## config.mk

```make
export PLATFORM = sky130hd
export DESIGN_NAME = didct_front
export DESIGN_NICKNAME = d
export VERILOG_FILES = /design/src/hdl/didct_pkg.sv /design/src/hdl/didct_front.sv
export SDC_FILE = /design/constraint.sdc
export NUM_CORES = 1
export LEC_CHECK = 0
export BUFFER_PORTS_ARGS = -buffer_cell sky130_fd_sc_hd__buf_4
export CAP_MARGIN = 20
export CORE_AREA = 10 10 364 366
export CTS_CLUSTER_SIZE = 8
export DETAILED_ROUTE_END_ITERATION = 8
export DIE_AREA = 0 0 374 376
export SLEW_MARGIN = 25
export SYNTH_ARGS = -nofsm -noshare
export SYNTH_HDL_FRONTEND = slang
export SYNTH_SLANG_ARGS = --single-unit
```

## constraint.sdc

```tcl
create_clock -name clk -period 16.15 [get_ports clk]
set_input_delay 3.23 -clock clk [delete_from_list [all_inputs] [get_ports clk]]
set_output_delay 3.23 -clock clk [all_outputs]
set_load 0.01 [all_outputs]
```

## src/hdl/didct_pkg.sv

```systemverilog
package didct_pkg;

  localparam int FRAC_BITS = 13;
  localparam int SHIFT_COL = 11;
  localparam int SHIFT_ROW = 18;

  localparam logic signed [15:0] K_0_298 = 16'sd2446;
  localparam logic signed [15:0] K_0_390 = 16'sd3196;
  localparam logic signed [15:0] K_0_541 = 16'sd4433;
  localparam logic signed [15:0] K_0_765 = 16'sd6270;
  localparam logic signed [15:0] K_0_899 = 16'sd7373;
  localparam logic signed [15:0] K_1_175 = 16'sd9633;
  localparam logic signed [15:0] K_1_501 = 16'sd12299;
  localparam logic signed [15:0] K_1_847 = 16'sd15137;
  localparam logic signed [15:0] K_1_961 = 16'sd16069;
  localparam logic signed [15:0] K_2_053 = 16'sd16819;
  localparam logic signed [15:0] K_2_562 = 16'sd20995;
  localparam logic signed [15:0] K_3_072 = 16'sd25172;

  // Handoff from the load front to the transform back: one finished block.
  typedef struct packed {
    logic req;
  } blk_req_t;

  typedef struct packed {
    logic busy;
  } blk_stat_t;

endpackage

```

## src/hdl/didct_front.sv

```systemverilog
// Load front: dequantizes each coefficient and writes it to the
// coefficient memory; hands a block to the back end after the 64th.
module didct_front (
  input  logic                 clk,
  input  logic                 rst,
  input  logic                 load,
  input  logic signed [15:0]   coefficient,
  input  logic [14:0]          quant_value,
  input  logic [5:0]           rd_addr,
  output logic signed [15:0]   rd_data,
  output didct_pkg::blk_req_t  req
);
  import didct_pkg::*;

  logic [15:0] mem [64];
  logic [5:0]  load_count;
  logic [30:0] prod;

  assign prod = 31'($unsigned(coefficient)) * 31'(quant_value);

  always_ff @(posedge clk) begin
    if (load) begin
      mem[load_count] <= prod[15:0];
    end
    rd_data <= mem[rd_addr];
  end

  always_ff @(posedge clk) begin
    if (rst) begin
      load_count <= '0;
      req.req    <= 1'b0;
    end else begin
      req.req <= load && load_count == 6'd63;
      if (load) begin
        load_count <= load_count + 6'd1;
      end
    end
  end

endmodule

```

==> results.toml <==
[status]
status = "completed"

[clock_network]
cts_setup_buffers = 0
clock-root-buffer = "clkbuf_16"
cts_resized = 0
cts_tree = "built"
cts.clk_slew.worst_paths_ns = 0.05
hold_buffers = 0
clock_latency_ns = 0.73
cts_made_buffers = 148
cts.htree.levels = 4
cts_sinks = 1047
cts_buffer_depth = 3

[route]
drt-initial-drc-count = 2102
drt-total-wl_um = 101000
dr.pass1.iters = 5
wl_per_cell_um = 25.7
drc_errors = 0
vias_per_cell = 5.27
routed-via-count = 20800
drtAntennaViolNets = 0

[min_path]
hold_class = "register to register"
hold_start = "load_count[3]"
hold-path-endpoint = "load_count[3]"
hold-path-cell-count = 2

[placement]
placed_cells = 3738
io_buffers = 56
gp_congestion = 0.817
place_hpwl_um = 57100

[yosys]
synth-seq-cells = 1047
postSynthCellCount = 2046
synth_nets = 2211
synth-main-ff-cell = "edfxtp_1"
ys_seq_area_frac = 0.718
async_reset_ff_frac = 0
synth_area_per_cell_sq_um = 21.2
ys_types = 41
netlist_area_sq_um = 43500
yosys_warnings = 0
synth-edff-count = 1024

[critical_path]
endpoint_kind = "register"
cp.required_ns = 16.58
crit_start = "quant_value[3]"
cp_slowest_stage_delay_ns = 0.54
worst-path-buf-inv = 8
critical_path.max_fanout = 64
cp.arrival_ns = 8.72
cp_slowest_cell = "fa_1"
r2r_slack_ns = 13.57
worstReg2RegEnd = "mem[23][4]"
reg2reg_from = "load_count[1]"
cp_top_family = "adder cells"
startpoint_type = "input port"
path_class = "input port to register"
path_cells = "buf_4 -> and2_1 -> fa_1 -> inv_1 -> fa_1 -> inv_1 -> fa_1 -> inv_1 -> fa_1 -> inv_1 -> fa_1 -> inv_1 -> fa_1 -> inv_1 -> ha_1 -> a21o_1 -> nand2_1 -> nand2b_1 -> a21oi_1 -> a32oi_1 -> xnor2_2 -> buf_4"
reg2reg_depth = 4

[timing]
relSlewSlack = 0.171
maxSlewViolCount = 0
rsz0062_at_grt = "false"
fmax_ghz = 0.121
hold_viol_final = 0
max_slew.worst_pin.slew_ns = 1.24
fin_skew_ns = 0.0223
setup_viol = 0
setup_tns_ns = 0
fin_crit_sh = 0.513
period_needed_ns = 8.29

[global_routing]
grt_pass1_vias = 22300
grt_overflow_total = 0
grtUsageTotal = 0.144
grt_first_pass_wirelength_um = 152000
grt_antenna_before_repair = 1
grt_max_degree = 151

[power]
p_int_w = 0.00775
swShare = 0.321
power.share.clock = 0.242
p_switching_w = 0.00366
power_density_nw_per_um2 = 226
pwr-share-comb = 0.284
power_frac_seq = 0.474
p_leak_nw = 16.3
ir_worst_vdd_mv = 0.954

[cells_and_area]
drive_gt1_frac = 0.289
nets = 2403
syn_to_final_growth_pct = 16.2
layout.cells.non_filler = 3942
final_util = 0.404

[die]
fp.coreArea_sq_um = 125000
die-area_sq_um = 141000
io_pins = 57
die_x_um = 374
rows = 130
start_util = 0.348
die_height_um = 376

[flow_run]
maxCapViolations = 0
[metrics by stage]
step | hold slack, ns | cell area (sq um) | setup slack, ns | total power [W]
global placement | 0.622 | 46300 | 7.21 | 0.00850
floorplan | 0.572 | 43500 | 5.99 | 0.00727
global route | 0.699 | 50500 | 7.56 | 0.0120
finish | 0.651 | 50500 | 7.86 | 0.0114
CTS | 0.633 | 50500 | 7.85 | 0.0116
detailed placement | 0.629 | 46400 | 7.10 | 0.00879
[layout by cell type, fill, tap and decap left out, drive strengths merged, types with 5 or more instances in the layout]
master	netlist	routed
nor2b	6	6
and2	64	64
fa	81	81
clkinv	0	5
edfxtp	1024	1024
ha	44	44
clkbuf	59	194
buf	45	146
dfxtp	23	23
nand2	101	101
nor3	8	8
a22oi	32	32
nand3	6	6
xnor2	28	28
nor2	71	71
mux4	320	320
nand2b	5	5
inv	78	82
xor2	9	9
o21a	6	6
[power groups by stage]
stage | sequential (W) | clock (W) | combinational (W)
final | 0.00541 | 0.00276 | 0.00324
after global routing | 0.00542 | 0.00294 | 0.00364
after CTS | 0.00541 | 0.00282 | 0.00334
after detailed placement | 0.00546 | 0 | 0.00334
after global placement | 0.00544 | 0 | 0.00306
after floorplan | 0.00559 | 0 | 0.00169
[tightest hold or removal path, stage by stage (launching register included)]
cell	delay, ns
dfxtp_1	0.43
nand2_1	0.11
a21oi_1	0.06
[worst max-delay path by stage]
stage / slack [ns] / endpoint / cells after the start
final: 7.86 / mem[18][15] / 22
after global routing: 7.56 / mem[18][15] / 22
after CTS: 7.85 / mem[16][15] / 22
after detailed placement: 7.10 / mem[17][15] / 22
after global placement: 7.21 / mem[48][15] / 22
after floorplan: 5.99 / mem[0][15] / 21
[kinds of logic after synthesis]
kind of cell,count (synthesis),synth area share
XOR/XNOR,38,0.00797
multiplexers,321,0.166
AO/OA/AOI/OAI,55,0.00921
flip-flops,1047,0.718
buffers and inverters,182,0.0189
AND/OR/NAND/NOR,278,0.0299
adder cells (fa/ha/maj),125,0.0500
[state kept, by name (all words and copies together) (netlist names)]
name,count
mem,1024
rd_data,16
load_count,6
req,1
[cell usage after synthesis, types with 2 or more instances]
master       n  area share
a211oi_1     2     0.00035
a21o_1       4     0.00069
a21oi_1      3     0.00035
a22oi_1     32      0.0055
and2_1      64      0.0092
buf_1       15      0.0013
buf_2       10      0.0012
buf_4        6      0.0010
buf_6       14      0.0036
clkbuf_1    59      0.0051
dfxtp_1     23       0.011
edfxtp_1  1024        0.71
fa_1        81       0.037
ha_1        44       0.013
inv_1       77      0.0066
mux4_2     320        0.17
nand2_1    101      0.0087
nand2b_1     5     0.00072
nand3_1      6     0.00069
nand4_1      4     0.00058
nor2_1      71      0.0061
nor2b_1      6     0.00086
nor3_1       8     0.00092
nor3b_1      3     0.00052
nor4_1       3     0.00043
o21a_1       6      0.0010
o21ai_0      3     0.00035
or2_2        3     0.00043
or3_1        2     0.00029
xnor2_1     28      0.0056
xor2_1       9      0.0018
[layout make-up]
class | count | area, sq um
clock inverter | 9 | 116
clock buffer | 194 | 4000
fill | 10900 | 74600
antenna | 1 | 2.50
inverter | 78 | 293
timing repair buffer | 146 | 1180
tap | 1650 | 2060
multi-input combinational | 817 | 11600
sequential | 1047 | 31200
[metal layers]
layer,track usage,vias to the layer above,wire length (um)
li1,-,8620,-
met3,0.0276,123,6250
met5,0,-,0
met1,0.204,11400,45200
met2,0.225,693,47600
met4,0.0462,0,2300
Note: power is estimated with default switching activity, not from simulation.
