==> src/hdl/didct_pkg.sv <==
package didct_pkg;

  localparam int FRAC_BITS = 13;
  localparam int SHIFT_COL = 11;
  localparam int SHIFT_ROW = 18;

  localparam logic signed [15:0] K_0_298 = 16'sd2446;
  localparam logic signed [15:0] K_0_390 = 16'sd3196;
  localparam logic signed [15:0] K_0_541 = 16'sd4433;
  localparam logic signed [15:0] K_0_765 = 16'sd6270;
  localparam logic signed [15:0] K_0_899 = 16'sd7373;
  localparam logic signed [15:0] K_1_175 = 16'sd9633;
  localparam logic signed [15:0] K_1_501 = 16'sd12299;
  localparam logic signed [15:0] K_1_847 = 16'sd15137;
  localparam logic signed [15:0] K_1_961 = 16'sd16069;
  localparam logic signed [15:0] K_2_053 = 16'sd16819;
  localparam logic signed [15:0] K_2_562 = 16'sd20995;
  localparam logic signed [15:0] K_3_072 = 16'sd25172;

  // Handoff from the load front to the transform back: one finished block.
  typedef struct packed {
    logic req;
  } blk_req_t;

  typedef struct packed {
    logic busy;
  } blk_stat_t;

endpackage

==> src/hdl/didct_pass.sv <==
// One 8-point islow inverse DCT, evaluated step by step with a
// single shared multiplier. Inputs are sampled on go; done pulses when
// all eight outputs are valid.
module didct_pass (
  input  logic                clk,
  input  logic                rst,
  input  logic                go,
  input  logic                row_pass,
  input  logic signed [15:0]  vin [8],
  output logic signed [15:0]  vout [8],
  output logic                done
);
  import didct_pkg::*;

  localparam logic [4:0] LAST_STEP = 5'd15;

  logic               run;
  logic [4:0]         step;
  logic signed [15:0] x [8];
  logic               rp;
  logic signed [31:0] prod;
  logic signed [15:0] ma_op;
  logic signed [15:0] mb_op;
  logic signed [31:0] p [14];
  logic signed [31:0] rnd;

  logic signed [15:0] za, zb, zc, zd, s04p, s04m;

  assign za   = x[7] + x[1];
  assign zb   = x[5] + x[3];
  assign zc   = x[7] + x[3];
  assign zd   = x[5] + x[1];
  assign s04p = x[0] + x[4];
  assign s04m = x[0] - x[4];

  always_comb begin
    ma_op = '0;
    mb_op = '0;
    case (step)
      5'd0:  begin ma_op = x[2]; mb_op = K_0_541 + K_0_765; end
      5'd1:  begin ma_op = x[6]; mb_op = K_0_541; end
      5'd2:  begin ma_op = x[2]; mb_op = K_0_541; end
      5'd3:  begin ma_op = x[6]; mb_op = K_0_541 - K_1_847; end
      5'd4:  begin ma_op = zc;   mb_op = K_1_175; end
      5'd5:  begin ma_op = zd;   mb_op = K_1_175; end
      5'd6:  begin ma_op = za;   mb_op = -K_0_899; end
      5'd7:  begin ma_op = zb;   mb_op = -K_2_562; end
      5'd8:  begin ma_op = zc;   mb_op = -K_1_961; end
      5'd9:  begin ma_op = zd;   mb_op = -K_0_390; end
      5'd10: begin ma_op = x[7]; mb_op = K_0_298; end
      5'd11: begin ma_op = x[5]; mb_op = K_2_053; end
      5'd12: begin ma_op = x[3]; mb_op = K_3_072; end
      5'd13: begin ma_op = x[1]; mb_op = K_1_501; end
      default: begin ma_op = '0; mb_op = '0; end
    endcase
  end

  assign prod = 32'(ma_op * mb_op);
  assign rnd  = rp ? 32'sd131072 : 32'sd1024;

  always_ff @(posedge clk) begin
    if (go) begin
      x  <= vin;
      rp <= row_pass;
    end
    if (run && step < 5'd14) begin
      p[step[3:0]] <= prod;
    end
  end

  always_ff @(posedge clk) begin
    if (rst) begin
      run  <= 1'b0;
      step <= '0;
    end else if (go) begin
      run  <= 1'b1;
      step <= '0;
    end else if (run) begin
      if (step == LAST_STEP) begin
        run <= 1'b0;
      end
      step <= step + 5'd1;
    end
  end

  // Final combination; captured on the step after the last product, from registered products.
  logic signed [31:0] e0, e1, e2, e3, s10, s11, s12, s13, z5, mc, md;
  logic signed [31:0] o4, o5, o6, o7;
  logic signed [31:0] w [8];

  function automatic logic signed [15:0] desc(input logic signed [31:0] v,
                                               input logic r);
    logic signed [31:0] t;
    begin
      t = r ? (v >>> SHIFT_ROW) : (v >>> SHIFT_COL);
      if (t > 32'sd32767) desc = 16'sh7fff;
      else if (t < -32'sd32768) desc = 16'sh8000;
      else desc = t[15:0];
    end
  endfunction

  always_comb begin
    e3  = p[0] + p[1];
    e2  = p[2] + p[3];
    e0  = (32'(s04p) <<< FRAC_BITS) + rnd;
    e1  = (32'(s04m) <<< FRAC_BITS) + rnd;
    s10 = e0 + e3;
    s13 = e0 - e3;
    s11 = e1 + e2;
    s12 = e1 - e2;
    z5  = p[4] + p[5];
    mc  = p[8] + z5;
    md  = p[9] + z5;
    o4  = p[10] + p[6] + mc;
    o5  = p[11] + p[7] + md;
    o6  = p[12] + p[7] + mc;
    o7  = p[13] + p[6] + md;
    w[0] = s10 + o7;
    w[7] = s10 - o7;
    w[1] = s11 + o6;
    w[6] = s11 - o6;
    w[2] = s12 + o5;
    w[5] = s12 - o5;
    w[3] = s13 + o4;
    w[4] = s13 - o4;
  end

  always_ff @(posedge clk) begin
    if (run && step == 5'd14) begin
      for (int i = 0; i < 8; i++) begin
        vout[i] <= desc(w[i], rp);
      end
    end
  end

  assign done = run && step == LAST_STEP;

endmodule

==> src/hdl/didct_back.sv <==
// Transform back end: column pass into the work memory, then row pass,
// level shift and clamp, one sample a cycle out while a row is emitted.
module didct_back (
  input  logic                  clk,
  input  logic                  rst,
  input  didct_pkg::blk_req_t   req,
  output logic [5:0]            rd_addr,
  input  logic signed [15:0]    rd_data,
  output didct_pkg::blk_stat_t  stat,
  output logic [7:0]            sample,
  output logic                  last,
  output logic                  strobe
);
  import didct_pkg::*;

  localparam logic [2:0] S_IDLE = 3'd0;
  localparam logic [2:0] S_READ = 3'd1;
  localparam logic [2:0] S_CALC = 3'd2;
  localparam logic [2:0] S_WRIT = 3'd3;
  localparam logic [2:0] S_EMIT = 3'd4;

  logic [2:0]         state;
  logic               row_pass;
  logic [2:0]         line;
  logic [3:0]         cnt;
  logic signed [15:0] vin [8];
  logic signed [15:0] vout [8];
  logic               go;
  logic               done;
  logic [15:0]        work [64];
  logic signed [15:0] wrd;
  logic signed [15:0] level;

  didct_pass u_pass (
    .clk(clk), .rst(rst), .go(go), .row_pass(row_pass),
    .vin(vin), .vout(vout), .done(done)
  );

  // Column pass reads down a column; row pass reads along a row.
  always_comb begin
    if (row_pass) rd_addr = {line, cnt[2:0]};
    else rd_addr = {cnt[2:0], line};
  end

  always_ff @(posedge clk) begin
    wrd <= work[rd_addr];
    if (state == S_WRIT) begin
      work[{cnt[2:0], line}] <= vout[cnt[2:0]];
    end
  end

  // The eighth operand lands at cnt 8, so the pass is started in the cycle after, at cnt 9.
  assign go    = state == S_READ && cnt == 4'd9;
  assign level = vout[cnt[2:0]] + 16'sd128;

  always_ff @(posedge clk) begin
    if (state == S_READ && cnt != 4'd0 && cnt != 4'd9) begin
      vin[cnt[2:0] - 3'd1] <= row_pass ? wrd : rd_data;
    end
  end

  always_ff @(posedge clk) begin
    if (rst) begin
      state    <= S_IDLE;
      row_pass <= 1'b0;
      line     <= '0;
      cnt      <= '0;
      strobe   <= 1'b0;
      last     <= 1'b0;
    end else begin
      strobe <= 1'b0;
      last   <= 1'b0;
      case (state)
        S_IDLE: begin
          if (req.req) begin
            state    <= S_READ;
            row_pass <= 1'b0;
            line     <= '0;
            cnt      <= '0;
          end
        end
        S_READ: begin
          if (cnt == 4'd9) begin
            state <= S_CALC;
            cnt   <= '0;
          end else begin
            cnt <= cnt + 4'd1;
          end
        end
        S_CALC: begin
          if (done) begin
            state <= row_pass ? S_EMIT : S_WRIT;
            cnt   <= '0;
          end
        end
        S_WRIT, S_EMIT: begin
          if (state == S_EMIT) begin
            strobe <= 1'b1;
            last   <= line == 3'd7 && cnt == 4'd7;
            sample <= level < 0 ? 8'd0 : (level > 16'sd255 ? 8'd255 : level[7:0]);
          end
          if (cnt == 4'd7) begin
            cnt <= '0;
            if (line == 3'd7) begin
              line <= '0;
              if (state == S_EMIT) begin
                state <= S_IDLE;
              end else begin
                row_pass <= 1'b1;
                state    <= S_READ;
              end
            end else begin
              line  <= line + 3'd1;
              state <= S_READ;
            end
          end else begin
            cnt <= cnt + 4'd1;
          end
        end
        default: state <= S_IDLE;
      endcase
    end
  end

  assign stat.busy = state != S_IDLE;

endmodule

==> config.mk <==
export PLATFORM = sky130hd
export DESIGN_NAME = didct_back
export DESIGN_NICKNAME = d
export VERILOG_FILES = /design/src/hdl/didct_pkg.sv /design/src/hdl/didct_pass.sv /design/src/hdl/didct_back.sv
export SDC_FILE = /design/constraint.sdc
export NUM_CORES = 2
export LEC_CHECK = 0
export ABC_AREA = 1
export BUFFER_PORTS_ARGS = -buffer_cell sky130_fd_sc_hd__buf_2
export CAP_MARGIN = 5
export CORE_ASPECT_RATIO = 0.7
export CORE_MARGIN = 2
export CORE_UTILIZATION = 50
export CTS_BUF_LIST = sky130_fd_sc_hd__clkbuf_8
export DETAILED_ROUTE_END_ITERATION = 8
export PLACE_DENSITY = 0.65
export REMOVE_ABC_BUFFERS = 1
export SETUP_SLACK_MARGIN = 0.3
export SLEW_MARGIN = 20
export SYNTH_ARGS = -nofsm -noshare
export SYNTH_HDL_FRONTEND = slang
export SYNTH_SLANG_ARGS = --single-unit
export TNS_END_PERCENT = 30
==> constraint.sdc <==
create_clock -name clk -period 21.8 [get_ports clk]
set_input_delay 2.18 -clock clk [delete_from_list [all_inputs] [get_ports clk]]
set_output_delay 2.18 -clock clk [all_outputs]
set_load 0.005 [all_outputs]
==> results.ini <==
[grt]
grt_start_max_net_pins=155
antenna_found_initial=16
overflow=0
grt_pass1_wl_um=611000
grt_use_total_pct=34.6
first_global_vias=88900

[cells_and_area]
ff_latch_area_mm2=0.0567
fin_area_mm2=0.129
final_layout_size_suffix_gt1_share_pct=6.30
multi_input_area_mm2=0.0551
layout.nets=13600
nFillCells=21100
syn2layout_area_growth_pct=7.99

[sta]
rsz0062_at_grt=false
hold_viol_final=0
setup_viol=0
fin_crit_ps=11610
setup_ws_ps=10190
max_freq_ghz=0.0861
finalSetupTns_ps=0
final.period_utilization_pct=53.3
slew_headroom_pct=19.6
fin_worst_skew_ps=132
worst_pin_slew_ps=1210
maxSlewViolCount=0

[floorplan]
dieArea_mm2=0.242
core_area_mm2=0.236
num_rows=149
die_w_um=588
io_pins=36
start_util_pct=50.5
chipHeight_um=412

[cts]
cts-hold-fix-buffers=0
clkSinkCount=1900
post_cts_buffers=0
htreeDepth=5
cts_made_buffers=297
cts.clk_slew.worst_paths_ps=80
cts.path.max_buffers=4
clock_latency_ps=1030
cts_tree=yes
root_buffer=clkbuf_8
cts_resized=0

[synth]
synthFlopType=edfxtp_1
yosysTopAreaCellShare_pct=47.0
synth_area_per_cell_um2=9.64
synth.most_common_cell=nand2_1
synthDistinctLibCells=76
synth_seq_cells=1900
ys_seq_area_share_pct=47.6
ys_top_cells_by_area=edfxtp_1 47%, ha_1 7.9%, fa_1 6.7%
synthCells=12400
synth_edf_count=1865
synth_area_mm2=0.119
synthTopCellsByCount=1,980 x nand2_1, 1,865 x edfxtp_1, 1,559 x inv_1
async_reset_ff_share_pct=0
yosys_warnings=0
synth_top_area_cell=edfxtp_1

[routing]
drtIter0Drc=13400
wirelength_um=428000
remaining_drc_errors=0
num_vias=95500
wl_per_cell_um=27.0
avgViaCountPerCell=6.02
antenna_left=0
drt_pass1_iterations=8

[min_path]
hold_path_class=reg -> reg
hp-start=vin[124]$_DFFE_PP_

[critical_path]
cp-startpoint=u_pass.step[2]$_SDFFE_PP0P_
worstPathRequired_ps=22400
timing.rr.start=u_pass.step[2]$_SDFFE_PP0P_
crit_buf_inv=8
critical_path.top_delay_family=adder cells
start_kind=flop
worstPathMaxFanout=19
arrival_ps=12210
rrSetupSlack_ps=10190
endpoint_kind=flop
cpPeakStageDelay_ps=610
critical_path.most_common_cell=inv_1
worst_path_max_delay_cell=nand3_1
critPathKind=reg -> reg

[place]
portBuffers=35
pre_cts_slack_ps=10080
place.gp.congestion=1.07
placed_area_mm2=0.123
hpwl_um=329000

[run_status]
status=complete, no violations

[power]
vdd_drop_max_uv=70.6
power_density_mw_per_mm2=70.2
p_leak_nw=52.7

[job]
maxCapViolCount=0

-- cell usage in the layout, fill, tap and decap left out, types with 154 or more instances in the layout --
cell type and instances:
nand3_1 467, o21ai_0 981, xor2_1 402, nor2_1 1252, fa_1 400, ha_1 755, buf_4 184, o211ai_1 154
a21oi_1 788, inv_1 1652, clkbuf_8 303, nand2_1 1978, edfxtp_1 1865
-- per-layer routing --
layer	wire length, um	part of all wire [%]	vias up	GRT usage, %
met5	36	0.0084	-	0
met4	17100	4.0	6	12.6
met3	52100	12	618	8.61
met2	170000	40	5442	47.1
met1	189000	44	46800	52.7
li1	-	-	42600	-
-- power breakdown --
part	switching [mW]	total, mW	internal [mW]
registers	0.0171	4.27	4.26
logic	1.58	1.94	0.368
clock network	1.44	2.81	1.37
total	3.04	9.03	5.99
-- cell families after synthesis --
family                   share of synthesized area, %
adder cells (fa/ha/maj)                          14.6
buffers and inverters                            6.48
AND/OR/NAND/NOR                                  14.3
flip-flops                                       47.6
multiplexers                                   0.0168
XOR/XNOR                                         3.88
AO/OA/AOI/OAI                                    13.1
-- state kept, by name (all words and copies together) (netlist names), 3 cells and up --
name / flops
vin: 128
u_pass.x: 128
sample: 8
work: 1024
u_pass.vout: 128
u_pass.p: 448
wrd: 16
u_pass.step: 5
line: 3
cnt: 4
state: 3
-- per-stage QoR --
step                      instances  utilization [%]  power, mW  hold slack (ps)
after global routing          15800             54.5       9.31              405
after global placement        15300             52.2       6.18              401
after detailed placement      15300             52.2       6.23              405
after CTS                     15800             54.5       8.99              399
final                         15900             54.5       9.03              407
after floorplan               11900                -       5.41              400
-- cell type report --
cell class                      instances  share of cell area (%)
Inverter                             1594                    4.66
Clock buffer                          303                    3.24
Sequential cell                      1900                    44.1
Tap cell                             3171                    3.08
Multi-Input combinational cell       8441                    42.8
Timing Repair Buffer                  222                    1.26
Antenna cell                            8                  0.0156
Clock inverter                        212                   0.867
-- final timing paths --
kind	endpoint	depth (start not counted)
hold reg to reg	u_pass.x[124]$_DFFE_PP_	0
setup / recovery	u_pass.p[2][29]$_DFFE_PP_	44
hold / removal	u_pass.x[124]$_DFFE_PP_	0
setup reg to reg	u_pass.p[2][29]$_DFFE_PP_	44
No activity file was read; power rests on OpenSTA's default activity.
